<file path="config.mk">
export PLATFORM = sky130hd
export DESIGN_NAME = bandwidth_estimate_ssthresh
export DESIGN_NICKNAME = d
export VERILOG_FILES = /design/src/rtl/bwe_pkg.sv /design/src/rtl/bwe_datapath.sv /design/src/rtl/bandwidth_estimate_ssthresh.sv
export SDC_FILE = /design/constraint.sdc
export NUM_CORES = 2
export LEC_CHECK = 0
export BUFFER_PORTS_ARGS = -buffer_cell sky130_fd_sc_hd__buf_2
export CAP_MARGIN = 15
export CORE_ASPECT_RATIO = 0.7
export CORE_UTILIZATION = 60
export DETAILED_ROUTE_END_ITERATION = 8
export PLACE_DENSITY = 0.77
export RECOVER_POWER = 25
export SLEW_MARGIN = 20
export SYNTH_ARGS = -nofsm -noshare
export SYNTH_HDL_FRONTEND = slang
export SYNTH_HIERARCHICAL = 1
export SYNTH_SLANG_ARGS = --single-unit
</file>
<file path="constraint.sdc">
create_clock -name clk -period 10.8 [get_ports clk]
set_input_delay 0.54 -clock clk [delete_from_list [all_inputs] [get_ports clk]]
set_output_delay 0.54 -clock clk [all_outputs]
set_load 0.02 [all_outputs]
</file>
<file path="src/rtl/bwe_pkg.sv">
// Shared types, constants and the sequencer microprogram for the bandwidth estimate block.
package bwe_pkg;

  localparam int unsigned NUM_W = 52;              // segs * seg * 1e6 fits in 52 bits
  localparam int unsigned ACC_W = 96;              // estimate * rtt, up to 64 + 32 bits
  localparam logic [31:0] US_PER_S = 32'd1000000;
  localparam logic [5:0]  CNT_SMP = 6'(NUM_W - 1); // one quotient bit per step
  localparam logic [5:0]  CNT_THR = 6'd31;

  typedef enum logic [1:0] {
    EV_ACK      = 2'd0,
    EV_TIMEOUT  = 2'd1,
    EV_RECOVERY = 2'd2,
    EV_QUERY    = 2'd3
  } ev_t;

  typedef enum logic [1:0] {
    REG_ALPHA    = 2'd0,
    REG_RECOVERY = 2'd1,
    REG_SEGMENT  = 2'd2
  } reg_idx_t;

  typedef enum logic [3:0] {
    OP_NONE,
    OP_SMP_STORE,
    OP_EST_BLEND,
    OP_EST_SEED,
    OP_ACK_TAIL,
    OP_DIV_LOAD_SMP,
    OP_DIV_LOAD_THR,
    OP_DIV_STEP,
    OP_DIV_SET,
    OP_THR_FIN
  } dp_op_t;

  typedef enum logic [3:0] {
    MUL_NONE,
    MUL_SEG_SEGS,
    MUL_PROD_US,
    MUL_EST_LO_W,
    MUL_EST_HI_W,
    MUL_SMP_LO_W2,
    MUL_SMP_HI_W2,
    MUL_US_A,
    MUL_EST_LO_RTT,
    MUL_EST_HI_RTT
  } mul_sel_t;

  typedef enum logic [1:0] {
    ACC_HOLD,
    ACC_LOAD,
    ACC_ADD_LO,
    ACC_ADD_HI
  } acc_op_t;

  typedef enum logic [3:0] {
    C_NEVER,
    C_ALWAYS,
    C_NO_REQ,
    C_NOT_ACK,
    C_NO_SAMPLE,
    C_EST_ZERO,
    C_NOT_USABLE,
    C_THR_OVER,
    C_CNT_NZ
  } cond_t;

  typedef logic [4:0] step_t;

  localparam step_t ST_IDLE     = 5'd0;
  localparam step_t ST_DISP     = 5'd1;
  localparam step_t ST_ACK      = 5'd2;
  localparam step_t ST_ACK_US   = 5'd3;
  localparam step_t ST_SDIV_LD  = 5'd4;
  localparam step_t ST_SDIV     = 5'd5;
  localparam step_t ST_SMP      = 5'd6;
  localparam step_t ST_BL_1     = 5'd7;
  localparam step_t ST_BL_2     = 5'd8;
  localparam step_t ST_BL_3     = 5'd9;
  localparam step_t ST_BL_4     = 5'd10;
  localparam step_t ST_BLEND    = 5'd11;
  localparam step_t ST_SEED     = 5'd12;
  localparam step_t ST_ACK_TAIL = 5'd13;
  localparam step_t ST_EMIT     = 5'd14;
  localparam step_t ST_CHK      = 5'd15;
  localparam step_t ST_DSET     = 5'd16;
  localparam step_t ST_TP_1     = 5'd17;
  localparam step_t ST_TP_2     = 5'd18;
  localparam step_t ST_TDIV_LD  = 5'd19;
  localparam step_t ST_TDIV     = 5'd20;
  localparam step_t ST_TFIN     = 5'd21;

  typedef struct packed {
    dp_op_t   op;
    mul_sel_t mul;
    acc_op_t  acc;
    cond_t    cond;
    step_t    target;
    logic     emit;
  } ctrl_t;

  typedef struct packed {
    logic not_ack;
    logic no_sample;
    logic est_zero;
    logic not_usable;
    logic thr_over;
    logic cnt_nz;
  } dp_status_t;

  function automatic ctrl_t cw(dp_op_t op, mul_sel_t mul, acc_op_t acc, cond_t cond,
                               step_t target, logic emit);
    ctrl_t w;
    w.op = op;
    w.mul = mul;
    w.acc = acc;
    w.cond = cond;
    w.target = target;
    w.emit = emit;
    return w;
  endfunction

  // Microprogram ROM. Fall through to step + 1 unless the condition holds.
  function automatic ctrl_t ucode(step_t s);
    ctrl_t w;
    unique case (s)
      ST_IDLE:     w = cw(OP_NONE, MUL_NONE, ACC_HOLD, C_NO_REQ, ST_IDLE, 1'b0);
      ST_DISP:     w = cw(OP_NONE, MUL_NONE, ACC_HOLD, C_NOT_ACK, ST_CHK, 1'b0);
      ST_ACK:      w = cw(OP_NONE, MUL_SEG_SEGS, ACC_HOLD, C_NO_SAMPLE, ST_ACK_TAIL, 1'b0);
      ST_ACK_US:   w = cw(OP_NONE, MUL_PROD_US, ACC_HOLD, C_NEVER, ST_IDLE, 1'b0);
      ST_SDIV_LD:  w = cw(OP_DIV_LOAD_SMP, MUL_NONE, ACC_HOLD, C_NEVER, ST_IDLE, 1'b0);
      ST_SDIV:     w = cw(OP_DIV_STEP, MUL_NONE, ACC_HOLD, C_CNT_NZ, ST_SDIV, 1'b0);
      ST_SMP:      w = cw(OP_SMP_STORE, MUL_EST_LO_W, ACC_HOLD, C_EST_ZERO, ST_SEED, 1'b0);
      ST_BL_1:     w = cw(OP_NONE, MUL_EST_HI_W, ACC_LOAD, C_NEVER, ST_IDLE, 1'b0);
      ST_BL_2:     w = cw(OP_NONE, MUL_SMP_LO_W2, ACC_ADD_HI, C_NEVER, ST_IDLE, 1'b0);
      ST_BL_3:     w = cw(OP_NONE, MUL_SMP_HI_W2, ACC_ADD_LO, C_NEVER, ST_IDLE, 1'b0);
      ST_BL_4:     w = cw(OP_NONE, MUL_NONE, ACC_ADD_HI, C_NEVER, ST_IDLE, 1'b0);
      ST_BLEND:    w = cw(OP_EST_BLEND, MUL_NONE, ACC_HOLD, C_ALWAYS, ST_ACK_TAIL, 1'b0);
      ST_SEED:     w = cw(OP_EST_SEED, MUL_NONE, ACC_HOLD, C_NEVER, ST_IDLE, 1'b0);
      ST_ACK_TAIL: w = cw(OP_ACK_TAIL, MUL_NONE, ACC_HOLD, C_NEVER, ST_IDLE, 1'b0);
      ST_EMIT:     w = cw(OP_NONE, MUL_NONE, ACC_HOLD, C_ALWAYS, ST_IDLE, 1'b1);
      ST_CHK:      w = cw(OP_NONE, MUL_US_A, ACC_HOLD, C_NOT_USABLE, ST_EMIT, 1'b0);
      ST_DSET:     w = cw(OP_DIV_SET, MUL_EST_LO_RTT, ACC_HOLD, C_NEVER, ST_IDLE, 1'b0);
      ST_TP_1:     w = cw(OP_NONE, MUL_EST_HI_RTT, ACC_LOAD, C_NEVER, ST_IDLE, 1'b0);
      ST_TP_2:     w = cw(OP_NONE, MUL_NONE, ACC_ADD_HI, C_NEVER, ST_IDLE, 1'b0);
      ST_TDIV_LD:  w = cw(OP_DIV_LOAD_THR, MUL_NONE, ACC_HOLD, C_THR_OVER, ST_TFIN, 1'b0);
      ST_TDIV:     w = cw(OP_DIV_STEP, MUL_NONE, ACC_HOLD, C_CNT_NZ, ST_TDIV, 1'b0);
      ST_TFIN:     w = cw(OP_THR_FIN, MUL_NONE, ACC_HOLD, C_ALWAYS, ST_EMIT, 1'b0);
      default:     w = cw(OP_NONE, MUL_NONE, ACC_HOLD, C_ALWAYS, ST_IDLE, 1'b0);
    endcase
    return w;
  endfunction

endpackage

</file>
<file path="src/rtl/bwe_datapath.sv">
// Datapath: event registers, estimator state, shared multiplier, accumulator and divider.
module bwe_datapath import bwe_pkg::*; #(
  parameter int unsigned BWE_WIDTH = 40
) (
  input  logic        clk,
  input  logic        rst,
  input  ctrl_t       ctrl,
  input  logic        capture,
  input  ev_t         op,
  input  logic [31:0] now_us,
  input  logic [15:0] segments_acked,
  input  logic [31:0] rtt_us,
  input  logic [31:0] bytes_in_flight,
  input  logic [8:0]  alpha_q8,
  input  logic [7:0]  recovery_factor,
  input  logic [15:0] segment_size,
  output dp_status_t  status,
  output logic [31:0] new_ssthresh,
  output logic        ssthresh_valid,
  output logic [31:0] new_cwnd,
  output logic        cwnd_valid
);

  localparam logic [63:0] BWE_MAX = {64{1'b1}} >> (64 - BWE_WIDTH);

  // captured event
  ev_t         op_r;
  logic [31:0] now_r;
  logic [15:0] segs_r;
  logic [31:0] rtt_r;
  logic [31:0] bif_r;

  // estimator state
  logic                 first_ack_pending;
  logic [31:0]          last_ack_time;
  logic [BWE_WIDTH-1:0] bandwidth_estimate;
  logic [31:0]          min_rtt;
  logic                 min_rtt_seen;

  // working registers
  logic [63:0]          prod;
  logic [ACC_W-1:0]     acc, acc_next;
  logic [31:0]          rem, rem_next;
  logic [31:0]          divisor;
  logic [5:0]           cnt, cnt_next;
  logic                 sat;
  logic [BWE_WIDTH-1:0] smp;
  logic [31:0]          thr;

  logic [31:0]  mul_a, mul_b;
  logic [63:0]  est64, smp64, q64;
  logic [8:0]   w, w2;
  logic [7:0]   a_eff;
  logic [31:0]  delta, floor2, half, t_raw;
  logic [32:0]  r2, r2_sub;
  logic         ge, usable, thr_over;

  assign est64  = 64'(bandwidth_estimate);
  assign smp64  = 64'(smp);
  assign w      = (alpha_q8 > 9'd256) ? 9'd256 : alpha_q8;
  assign w2     = 9'(9'd256 - w);
  assign a_eff  = (recovery_factor == 8'd0) ? 8'd1 : recovery_factor;
  assign delta  = now_r - last_ack_time;
  assign floor2 = 32'({segment_size, 1'b0});
  assign half   = {1'b0, bif_r[31:1]};
  assign usable = (bandwidth_estimate != '0) && min_rtt_seen;
  assign q64    = 64'(acc[NUM_W-1:0]);
  assign thr_over = acc[ACC_W-1:32] >= 64'(divisor);

  // one restoring division step: quotient bit enters acc from the bottom
  assign r2     = {rem, acc[ACC_W-1]};
  assign r2_sub = r2 - {1'b0, divisor};
  assign ge     = r2 >= {1'b0, divisor};

  assign status.not_ack    = (op_r != EV_ACK);
  assign status.no_sample  = first_ack_pending || (segs_r == 16'd0) || (delta == 32'd0);
  assign status.est_zero   = (bandwidth_estimate == '0);
  assign status.not_usable = !usable;
  assign status.thr_over   = thr_over;
  assign status.cnt_nz     = (cnt != 6'd0);

  always_comb begin
    unique case (ctrl.mul)
      MUL_SEG_SEGS:   begin mul_a = 32'(segment_size); mul_b = 32'(segs_r); end
      MUL_PROD_US:    begin mul_a = prod[31:0];        mul_b = US_PER_S;    end
      MUL_EST_LO_W:   begin mul_a = est64[31:0];       mul_b = 32'(w);      end
      MUL_EST_HI_W:   begin mul_a = est64[63:32];      mul_b = 32'(w);      end
      MUL_SMP_LO_W2:  begin mul_a = smp64[31:0];       mul_b = 32'(w2);     end
      MUL_SMP_HI_W2:  begin mul_a = smp64[63:32];      mul_b = 32'(w2);     end
      MUL_US_A:       begin mul_a = US_PER_S;          mul_b = 32'(a_eff);  end
      MUL_EST_LO_RTT: begin mul_a = est64[31:0];       mul_b = min_rtt;     end
      MUL_EST_HI_RTT: begin mul_a = est64[63:32];      mul_b = min_rtt;     end
      default:        begin mul_a = prod[31:0];        mul_b = 32'd0;       end
    endcase
  end

  always_comb begin
    acc_next = acc;
    rem_next = rem;
    cnt_next = cnt;
    case (ctrl.acc)
      ACC_LOAD:   acc_next = ACC_W'(prod);
      ACC_ADD_LO: acc_next = acc + ACC_W'(prod);
      ACC_ADD_HI: acc_next = acc + {prod, 32'd0};
      default:    acc_next = acc;
    endcase
    case (ctrl.op)
      OP_DIV_LOAD_SMP: begin
        acc_next = {prod[NUM_W-1:0], (ACC_W - NUM_W)'(0)};
        rem_next = 32'd0;
        cnt_next = CNT_SMP;
      end
      OP_DIV_LOAD_THR: begin
        acc_next = {acc[31:0], 64'd0};
        rem_next = acc[63:32];
        cnt_next = CNT_THR;
      end
      OP_DIV_STEP: begin
        acc_next = {acc[ACC_W-2:0], ge};
        rem_next = ge ? r2_sub[31:0] : r2[31:0];
        cnt_next = cnt - 6'd1;
      end
      default: ;
    endcase
  end

  always_comb begin
    t_raw = sat ? 32'hFFFF_FFFF : acc[31:0];
  end

  always_ff @(posedge clk) begin
    if (capture) begin
      op_r   <= op;
      now_r  <= now_us;
      segs_r <= segments_acked;
      rtt_r  <= rtt_us;
      bif_r  <= bytes_in_flight;
    end
    if (ctrl.mul != MUL_NONE) prod <= mul_a * mul_b;
    acc <= acc_next;
    rem <= rem_next;
    cnt <= cnt_next;
    case (ctrl.op)
      OP_SMP_STORE:
        smp <= (q64 > BWE_MAX) ? BWE_MAX[BWE_WIDTH-1:0] : q64[BWE_WIDTH-1:0];
      OP_DIV_LOAD_SMP: divisor <= delta;
      OP_DIV_SET:      divisor <= prod[31:0];
      OP_DIV_LOAD_THR: sat <= thr_over;
      OP_THR_FIN:      thr <= (t_raw > floor2) ? t_raw : floor2;
      default: ;
    endcase
  end

  always_ff @(posedge clk) begin
    if (rst) begin
      first_ack_pending  <= 1'b1;
      last_ack_time      <= 32'd0;
      bandwidth_estimate <= '0;
      min_rtt            <= 32'hFFFF_FFFF;
      min_rtt_seen       <= 1'b0;
    end else begin
      case (ctrl.op)
        OP_EST_SEED:  bandwidth_estimate <= smp;
        // blend sum never exceeds the larger operand, so no clamp is needed
        OP_EST_BLEND: bandwidth_estimate <= acc[BWE_WIDTH+7:8];
        OP_ACK_TAIL: begin
          first_ack_pending <= 1'b0;
          last_ack_time     <= now_r;
          if ((rtt_r != 32'd0) && (!min_rtt_seen || (rtt_r < min_rtt))) begin
            min_rtt      <= rtt_r;
            min_rtt_seen <= 1'b1;
          end
        end
        default: ;
      endcase
    end
  end

  // result formatting
  always_comb begin
    new_ssthresh   = 32'd0;
    ssthresh_valid = 1'b0;
    new_cwnd       = 32'd0;
    cwnd_valid     = 1'b0;
    unique case (op_r)
      EV_TIMEOUT: begin
        if (usable) begin
          new_ssthresh   = thr;
          ssthresh_valid = 1'b1;
        end
        new_cwnd   = 32'(segment_size);
        cwnd_valid = 1'b1;
      end
      EV_RECOVERY: begin
        if (usable) begin
          new_ssthresh   = thr;
          ssthresh_valid = 1'b1;
          new_cwnd       = thr;
          cwnd_valid     = 1'b1;
        end
      end
      EV_QUERY: begin
        if (usable) new_ssthresh = thr;
        else        new_ssthresh = (half > floor2) ? half : floor2;
        ssthresh_valid = 1'b1;
      end
      default: ;
    endcase
  end

endmodule

</file>
<file path="src/rtl/bandwidth_estimate_ssthresh.sv">
// Top level: microcoded sequencer, configuration registers and output register.
//
// Bandwidth-estimate slow start threshold engine. Each request on the input
// stream is one event (op in tuser: ack, timeout loss, fast recovery, query);
// each event yields exactly one result request on the output stream. One event
// is processed at a time: s_axis_tready is high only while the sequencer sits
// in its idle step. An ack that produces a bandwidth sample runs the 52-step
// bit-serial divide of bytes*1e6 by elapsed time, then a four-product blend
// through the single 32x32 multiplier, or seeds the estimate when it is zero.
// Loss, recovery and query events with a usable estimate run the 32-step
// divide by 1e6 * recovery_factor, skipped when the threshold saturates.
// Events without a usable estimate and acks with no sample skip these steps.
// The emit step waits while the output register is full and not draining. A
// finished result sits in the output register, so the next event is accepted
// while the previous result still waits to be taken. Configuration writes are
// registered and must only be issued while the engine is idle.
module bandwidth_estimate_ssthresh import bwe_pkg::*; #(
  parameter int unsigned BWE_WIDTH = 40
) (
  input  logic         clk,
  input  logic         rst,
  // input event stream
  input  logic         s_axis_tvalid,
  output logic         s_axis_tready,
  input  logic [111:0] s_axis_tdata,   // now_us, segments_acked, rtt_us, bytes_in_flight
  input  logic [1:0]   s_axis_tuser,   // op
  // result stream
  output logic         m_axis_tvalid,
  input  logic         m_axis_tready,
  output logic [63:0]  m_axis_tdata,   // new_ssthresh, new_cwnd
  output logic [1:0]   m_axis_tuser,   // ssthresh_valid, cwnd_valid
  // configuration writes
  input  logic         cfg_we,
  input  logic [1:0]   cfg_index,
  input  logic [15:0]  cfg_data
);

  step_t       upc, upc_next;
  ctrl_t       ctrl;
  dp_status_t  status;
  logic        s_accept;
  logic        take;
  logic        hold;
  logic        out_load;

  logic [8:0]  alpha_q8;
  logic [7:0]  recovery_factor;
  logic [15:0] segment_size;

  logic [31:0] res_ss, res_cw;
  logic        res_ssv, res_cwv;

  // control word of the current step
  assign ctrl          = ucode(upc);
  assign s_axis_tready = (upc == ST_IDLE);
  assign s_accept      = s_axis_tvalid && s_axis_tready;

  // emit step stalls only when the output register is full and not draining
  assign hold     = ctrl.emit && m_axis_tvalid && !m_axis_tready;
  assign out_load = ctrl.emit && !hold;

  always_comb begin
    unique case (ctrl.cond)
      C_NEVER:      take = 1'b0;
      C_ALWAYS:     take = 1'b1;
      C_NO_REQ:     take = !s_accept;
      C_NOT_ACK:    take = status.not_ack;
      C_NO_SAMPLE:  take = status.no_sample;
      C_EST_ZERO:   take = status.est_zero;
      C_NOT_USABLE: take = status.not_usable;
      C_THR_OVER:   take = status.thr_over;
      C_CNT_NZ:     take = status.cnt_nz;
      default:      take = 1'b0;
    endcase
    if (hold)      upc_next = upc;
    else if (take) upc_next = ctrl.target;
    else           upc_next = step_t'(upc + 5'd1);
  end

  always_ff @(posedge clk) begin
    if (rst) upc <= ST_IDLE;
    else     upc <= upc_next;
  end

  // configuration registers; an index past the list is ignored
  always_ff @(posedge clk) begin
    if (rst) begin
      alpha_q8        <= 9'd205;
      recovery_factor <= 8'd1;
      segment_size    <= 16'd536;
    end else if (cfg_we) begin
      unique case (reg_idx_t'(cfg_index))
        REG_ALPHA:    alpha_q8        <= cfg_data[8:0];
        REG_RECOVERY: recovery_factor <= cfg_data[7:0];
        REG_SEGMENT:  segment_size    <= cfg_data;
        default: ;
      endcase
    end
  end

  bwe_datapath #(
    .BWE_WIDTH(BWE_WIDTH)
  ) u_dp (
    .clk             (clk),
    .rst             (rst),
    .ctrl            (ctrl),
    .capture         (s_accept),
    .op              (ev_t'(s_axis_tuser)),
    .now_us          (s_axis_tdata[31:0]),
    .segments_acked  (s_axis_tdata[47:32]),
    .rtt_us          (s_axis_tdata[79:48]),
    .bytes_in_flight (s_axis_tdata[111:80]),
    .alpha_q8        (alpha_q8),
    .recovery_factor (recovery_factor),
    .segment_size    (segment_size),
    .status          (status),
    .new_ssthresh    (res_ss),
    .ssthresh_valid  (res_ssv),
    .new_cwnd        (res_cw),
    .cwnd_valid      (res_cwv)
  );

  // output register
  always_ff @(posedge clk) begin
    if (rst)               m_axis_tvalid <= 1'b0;
    else if (out_load)     m_axis_tvalid <= 1'b1;
    else if (m_axis_tready) m_axis_tvalid <= 1'b0;
  end

  always_ff @(posedge clk) begin
    if (out_load) begin
      m_axis_tdata <= {res_cw, res_ss};
      m_axis_tuser <= {res_cwv, res_ssv};
    end
  end

endmodule

</file>
# Word level (Yosys, flattened, before mapping)
# Memory sizes are Yosys's and may differ from the RTL's. A register that Yosys moved wholly into a read port is not among the register bits.
# Index checks and enable logic that the tools add are counted.
# word_totals
ff_bits,628
mem_bits_ro,640
input_bits,137
out_inout_bits,68
word_cells,143
n_memories,1
# mem_list
name,words,word_bits,rd,rd_clocked_by_memory_dff,wr,line,text
(no name shown),32,20,1,1,0,bwe_pkg.sv:126,unique case (s)
# classes
addsub,7
mul,1
n_lt_le_gt_ge,7
n_eq_ne,34
n_mux,27
reduce_logical,40
# op_table
cell,n
$pmux 96 s3,2
$pmux 32 s6,2
$pmux 32 s2,3
$mux 32,4
$add 96x64->96,1
$add 96x96->96,1
$pmux 32 s3,1
$pmux 40 s2,1
$ge 64x32->1,1
$mul 32x32->64,1
$sub 32x32->32,2
$gt 52x40->1 const B,1
$eq 4x3->1 const B,12
$logic_not 40->1,1
$reduce_bool 40->1,1
$ge 33x32->1,1
$gt 32x17->1,1
$logic_not 32->1,1
$lt 32x32->1,1
$reduce_bool 32->1,1
$gt 31x17->1,1
$mux 31,1
$eq 4x2->1 const B,6
$eq 4x4->1 const B,5
other kinds (28),64

# Longest topological paths before layout
# depth
ltp_word,7
mapped_depth,40
ltp_nobuf,37

# Modules after synthesis
# Netlist, hierarchy kept.
# modules_own_cells
module,n_inst,cells_per_inst,area_per_inst_um2
bwe_datapath,1,7879,69740.6
bandwidth_estimate_ssthresh,1,361,4628.2

# Worst setup path after synthesis
# No wires, ideal clock.
# synth_timing
kind,register -> register
from,reg ctrl[12] (netlist name)
to,reg u_dp.prod[60] (data pin)
t_arrival_ps,8943
required_ps,10534
setup_slack_ps,1591
stages_incl_launch_ff,33
path_buffers,4
cell_sequence,dfxtp_1 buf_2 nand2b_1 nor3b_1 clkbuf_1 clkbuf_1 a22oi_1 and2_1 clkbuf_1 nor2_1 fa_1 fa_1 fa_1 inv_1 fa_1 inv_1 fa_1 fa_1 fa_1 inv_1 fa_1 inv_1 ha_1 a21o_1 a21o_1 a221o_1 a21oi_1 o21ai_0 a31oi_1 o211a_1 o21bai_1 o41ai_1 xnor2_1
# synth_between
elab_chain_len,4
elab_cells_between_ends,17
classes_between,mul: 1; eq/ne: 9; mux: 2; reduce/logical: 5
# synth_lines
item,line,text
"$eq 4x3->1, or another cell as far along",bwe_datapath.sv:83,unique case (ctrl.mul)
$reduce_or 2->1 (no line),--,
$pmux 32 s6,bwe_datapath.sv:83,
$mul 32x32->64 (*),bwe_datapath.sv:139,if (ctrl.mul != MUL_NONE) prod <= mul_a * mul_b;
end signal: assignment,bwe_datapath.sv:139,
end: declaration,bwe_datapath.sv:41,logic [63:0] prod;
# Mark *: on every way between the ends. The rest lies on a longest branch, timed or not.
# A chain may end at the register's enable or synchronous reset.

# Final worst setup path
# layout_timing
from,reg ctrl[13] (netlist name)
to,reg u_dp.prod[63] (data pin)
# layout_between
elab_chain_len,4
elab_cells_between_ends,17
classes_between,mul: 1; eq/ne: 9; mux: 2; reduce/logical: 5
# layout_lines
item,line
"$eq 4x3->1, or another cell as far along",bwe_datapath.sv:83
$reduce_or 2->1 (no line),--
$pmux 32 s6,bwe_datapath.sv:83
$mul 32x32->64 (*),bwe_datapath.sv:139
# Marks and branches as above.

==> results.ini <==
[sta]
slew_headroom=-2.27
max_freq_mhz=94.4
tightest_slew_ns=4.90
setup_viol=0
final_max_slew_viol_count=245
timing.hold.ws_ns=0.0276
fin_tns_setup_ns=0
rsz0062_at_grt=false
hold_viol_final=0
skew_ns=0.0382
period_needed_ns=10.60
period_share=0.981

[grt]
grt_pass1_vias=62500
grtUsageTotal=0.435
antenna_found_initial=19
grt-ovfl-total=0
grt_max_degree=99
grt_pass1_wl_um=403000

[detailed_routing]
final_antenna_net_count=0
detail_route.drc_violations=0
drt_wl_total_um=273000
avgViaCountPerCell=6.48
avgRoutedWirePerCell_um=27.0
first_iter_violations=9269
num_vias=65600
drtPass1Iterations=7

[clock_network]
cts_buffer_depth=3
clkLatencyLatePin_ns=0.70
cts_tree=done
cts_buffers=69
htree_levels=3
clock_sinks=647
root_buffer=clkbuf_16
clk_pin_slew_ns=0.07

[die]
ios=205
core_area_um2=122000
die_h_um=297
fp.dieW_um=423
row_count=107
initial_utilization=0.608
dieArea_um2=125000

[logic_synthesis]
synth_edf_count=482
yosysUniqueCellTypes=108
synth_warnings=6
synth_flop_cell=edfxtp_1
ys_seq_elements=647
synth.area.top_cells=fa_1 (24%), edfxtp_1 (19%), ha_1 (9.4%), inv_1 (6.0%), nand2_1 (5.6%)
syn_area_per_cell_um2=9.03
syn_nets=9836
ys_seq_area_frac=0.239
async_reset_ff_frac=0
synth_area_um2=74400
synth_largest_area_cell=fa_1
syn-instance-count=8240
synth_top_area_frac=0.242

[critical_path]
path_class=flop to flop
endpoint_kind=flop
cp_max_fo=27
r2r.worst_path.cells=33
reg2reg_from=ctrl[13]
slowest_stage=o21a_1
cp_data_arrival_time_ns=11.02
cp_common_cell=fa_1
r2r_end=u_dp/prod[63]
start_kind=flop
worst_ep_required_time_ns=11.23
critPathMaxStageDelay_ns=0.57
rrSetupSlack_ns=0.20

[status]
status=complete, but fails checks
violations=capacitance limit, slew limit

[layout]
multiInputGateArea_um2=50900
final_net_count=10000
fillCellCount=9847
syn2layout_area_growth_pct=9.01
drive_gt1_frac=0.0819
regArea_um2=17800

[placement]
port_buffers=203
finalWeightedCongestion=1.07
post-dp-hpwl_um=213000

[hold_path]
hp-class=primary input to flop
hold_depth=1
hp-start=s_axis_tdata[88]
hold_end=u_dp/bif_r[8]

[run]
maxCapViolations=4

## kinds of logic after synthesis
family | share of synthesized area
buffers and inverters | 0.0814
DFF | 0.239
adders and majority gates | 0.336
and+or+nand+nor | 0.151
muxes | 0.0153
AOI/OAI and AO/OA | 0.147
xor gates and xnor gates | 0.0305
## worst max-delay path, delay by kind of cell, from the launching register on
family | cells | cell delay, ns
buf+inv | 6 | 0.81
simple gates | 9 | 1.79
mux | 1 | 0.09
compound gates | 8 | 2.66
fa+ha+maj | 9 | 4.46
flops | 1 | 0.50
## layer usage
layer / wire length [um] / vias to the layer above / GRT usage / part of all wire
met4: 10200 / 16 / 0.151 / 0.037
met2: 105000 / 4999 / 0.575 / 0.39
met1: 109000 / 32000 / 0.630 / 0.40
met5: 123 / - / 0 / 0.00045
met3: 48000 / 662 / 0.185 / 0.18
li1: - / 27900 / - / -
## cells in the final DEF, fill, tap and decap left out, drive strengths merged, types with 27 or more instances in the layout
| master | synthesis | routed |
|---|---|---|
| and2 | 55 | 55 |
| nor3 | 77 | 77 |
| ha | 559 | 559 |
| xor2 | 104 | 104 |
| o211ai | 29 | 29 |
| nand3 | 74 | 74 |
| dlygate4sd3 | 0 | 73 |
| a221oi | 51 | 51 |
| dfxtp | 165 | 165 |
| nand2 | 1107 | 1107 |
| o22ai | 27 | 27 |
| nor2b | 64 | 64 |
| or2 | 96 | 96 |
| mux2 | 27 | 27 |
| edfxtp | 482 | 482 |
| o21a | 49 | 49 |
| clkbuf | 363 | 175 |
| a22o | 83 | 83 |
| a31oi | 27 | 27 |
| nor2 | 729 | 729 |
| fa | 900 | 900 |
| nand4 | 78 | 78 |
| o21bai | 53 | 53 |
| and3 | 30 | 30 |
| a211oi | 76 | 76 |
| mux2i | 83 | 83 |
| a211o | 42 | 42 |
| buf | 48 | 362 |
| xnor2 | 155 | 155 |
| a21oi | 485 | 485 |
| a21o | 166 | 166 |
| a22oi | 50 | 50 |
| nand2b | 55 | 55 |
| nor4 | 56 | 56 |
| o21ai | 316 | 316 |
| inv | 1187 | 1192 |
## synth_stat cells, types with 104 or more instances
library cell  instances
a21oi_1             481
o21ai_0             297
xor2_1              104
inv_1              1186
fa_1                900
nand2_1            1107
clkbuf_1            363
ha_1                559
xnor2_1             155
edfxtp_1            482
dfxtp_1             165
nor2_1              729
a21o_1              166
## cell type report
type,instances,share of cell area
multi-input cells,5994,0.627
well taps,1635,0.0252
flip-flops and latches,647,0.219
repair buffers,524,0.0434
clock inverters,42,0.00670
clock buffers,86,0.0226
diodes,14,0.000432
inverters,1188,0.0550
## repair_timing
| item | 4_1_cts | 5_1_grt |
|---|---|---|
| endpoints found under the setup margin | 0 | 5 |
| buffers inserted | 0 | 0 |
| hold buffers | 73 | 0 |
| resized for setup | 0 | 3 |
| endpoints found under the hold margin | 73 | 0 |
## metrics by stage
step / std cells / setup slack [ns] / util / cell area, um2
6_report: 10100 / 0.204 / 0.663 / 81100
5_1_grt: 10100 / 0.0633 / 0.663 / 81000
4_1_cts: 10100 / 0.348 / 0.664 / 81100
3_5_place_dp: 9914 / 0.420 / 0.638 / 78000
3_3_place_gp: 9914 / 0.712 / 0.638 / 78000
2_1_floorplan: 8240 / 1.59 / - / 74400
## worst max-delay path by stage
stage / from / endpoint / slack [ns] / cells past startpoint
6_report: ctrl[13] / u_dp/prod[63] / 0.20 / 33
5_1_grt: ctrl[13] / u_dp/prod[63] / 0.06 / 33
4_1_cts: ctrl[12] / u_dp/prod[63] / 0.35 / 27
3_5_place_dp: ctrl[12] / u_dp/prod[63] / 0.42 / 27
3_3_place_gp: ctrl[12] / u_dp/prod[60] / 0.71 / 32
2_1_floorplan: ctrl[12] / u_dp/prod[60] / 1.59 / 32
## flip-flops by register name (all words and copies together), names as in the netlist, 2 cells and up
signal and cells:
recovery_factor 8, ctrl 20, u_dp/segs_r 16, u_dp/smp 40, u_dp/rtt_r 32, u_dp/divisor 32, u_dp/bif_r 31, u_dp/bandwidth_estimate 40
m_axis_tuser 2, segment_size 16, u_dp/rem 32, m_axis_tdata 64, upc 5, u_dp/cnt 6, u_dp/min_rtt 32, u_dp/acc 96
u_dp/op_r 2, u_dp/prod 64, u_dp/thr 32, alpha_q8 9, u_dp/now_r 32, u_dp/last_ack_time 32
Power is not shown: default switching activity piles up to over one toggle a cycle in this logic, so the estimate is an artifact.
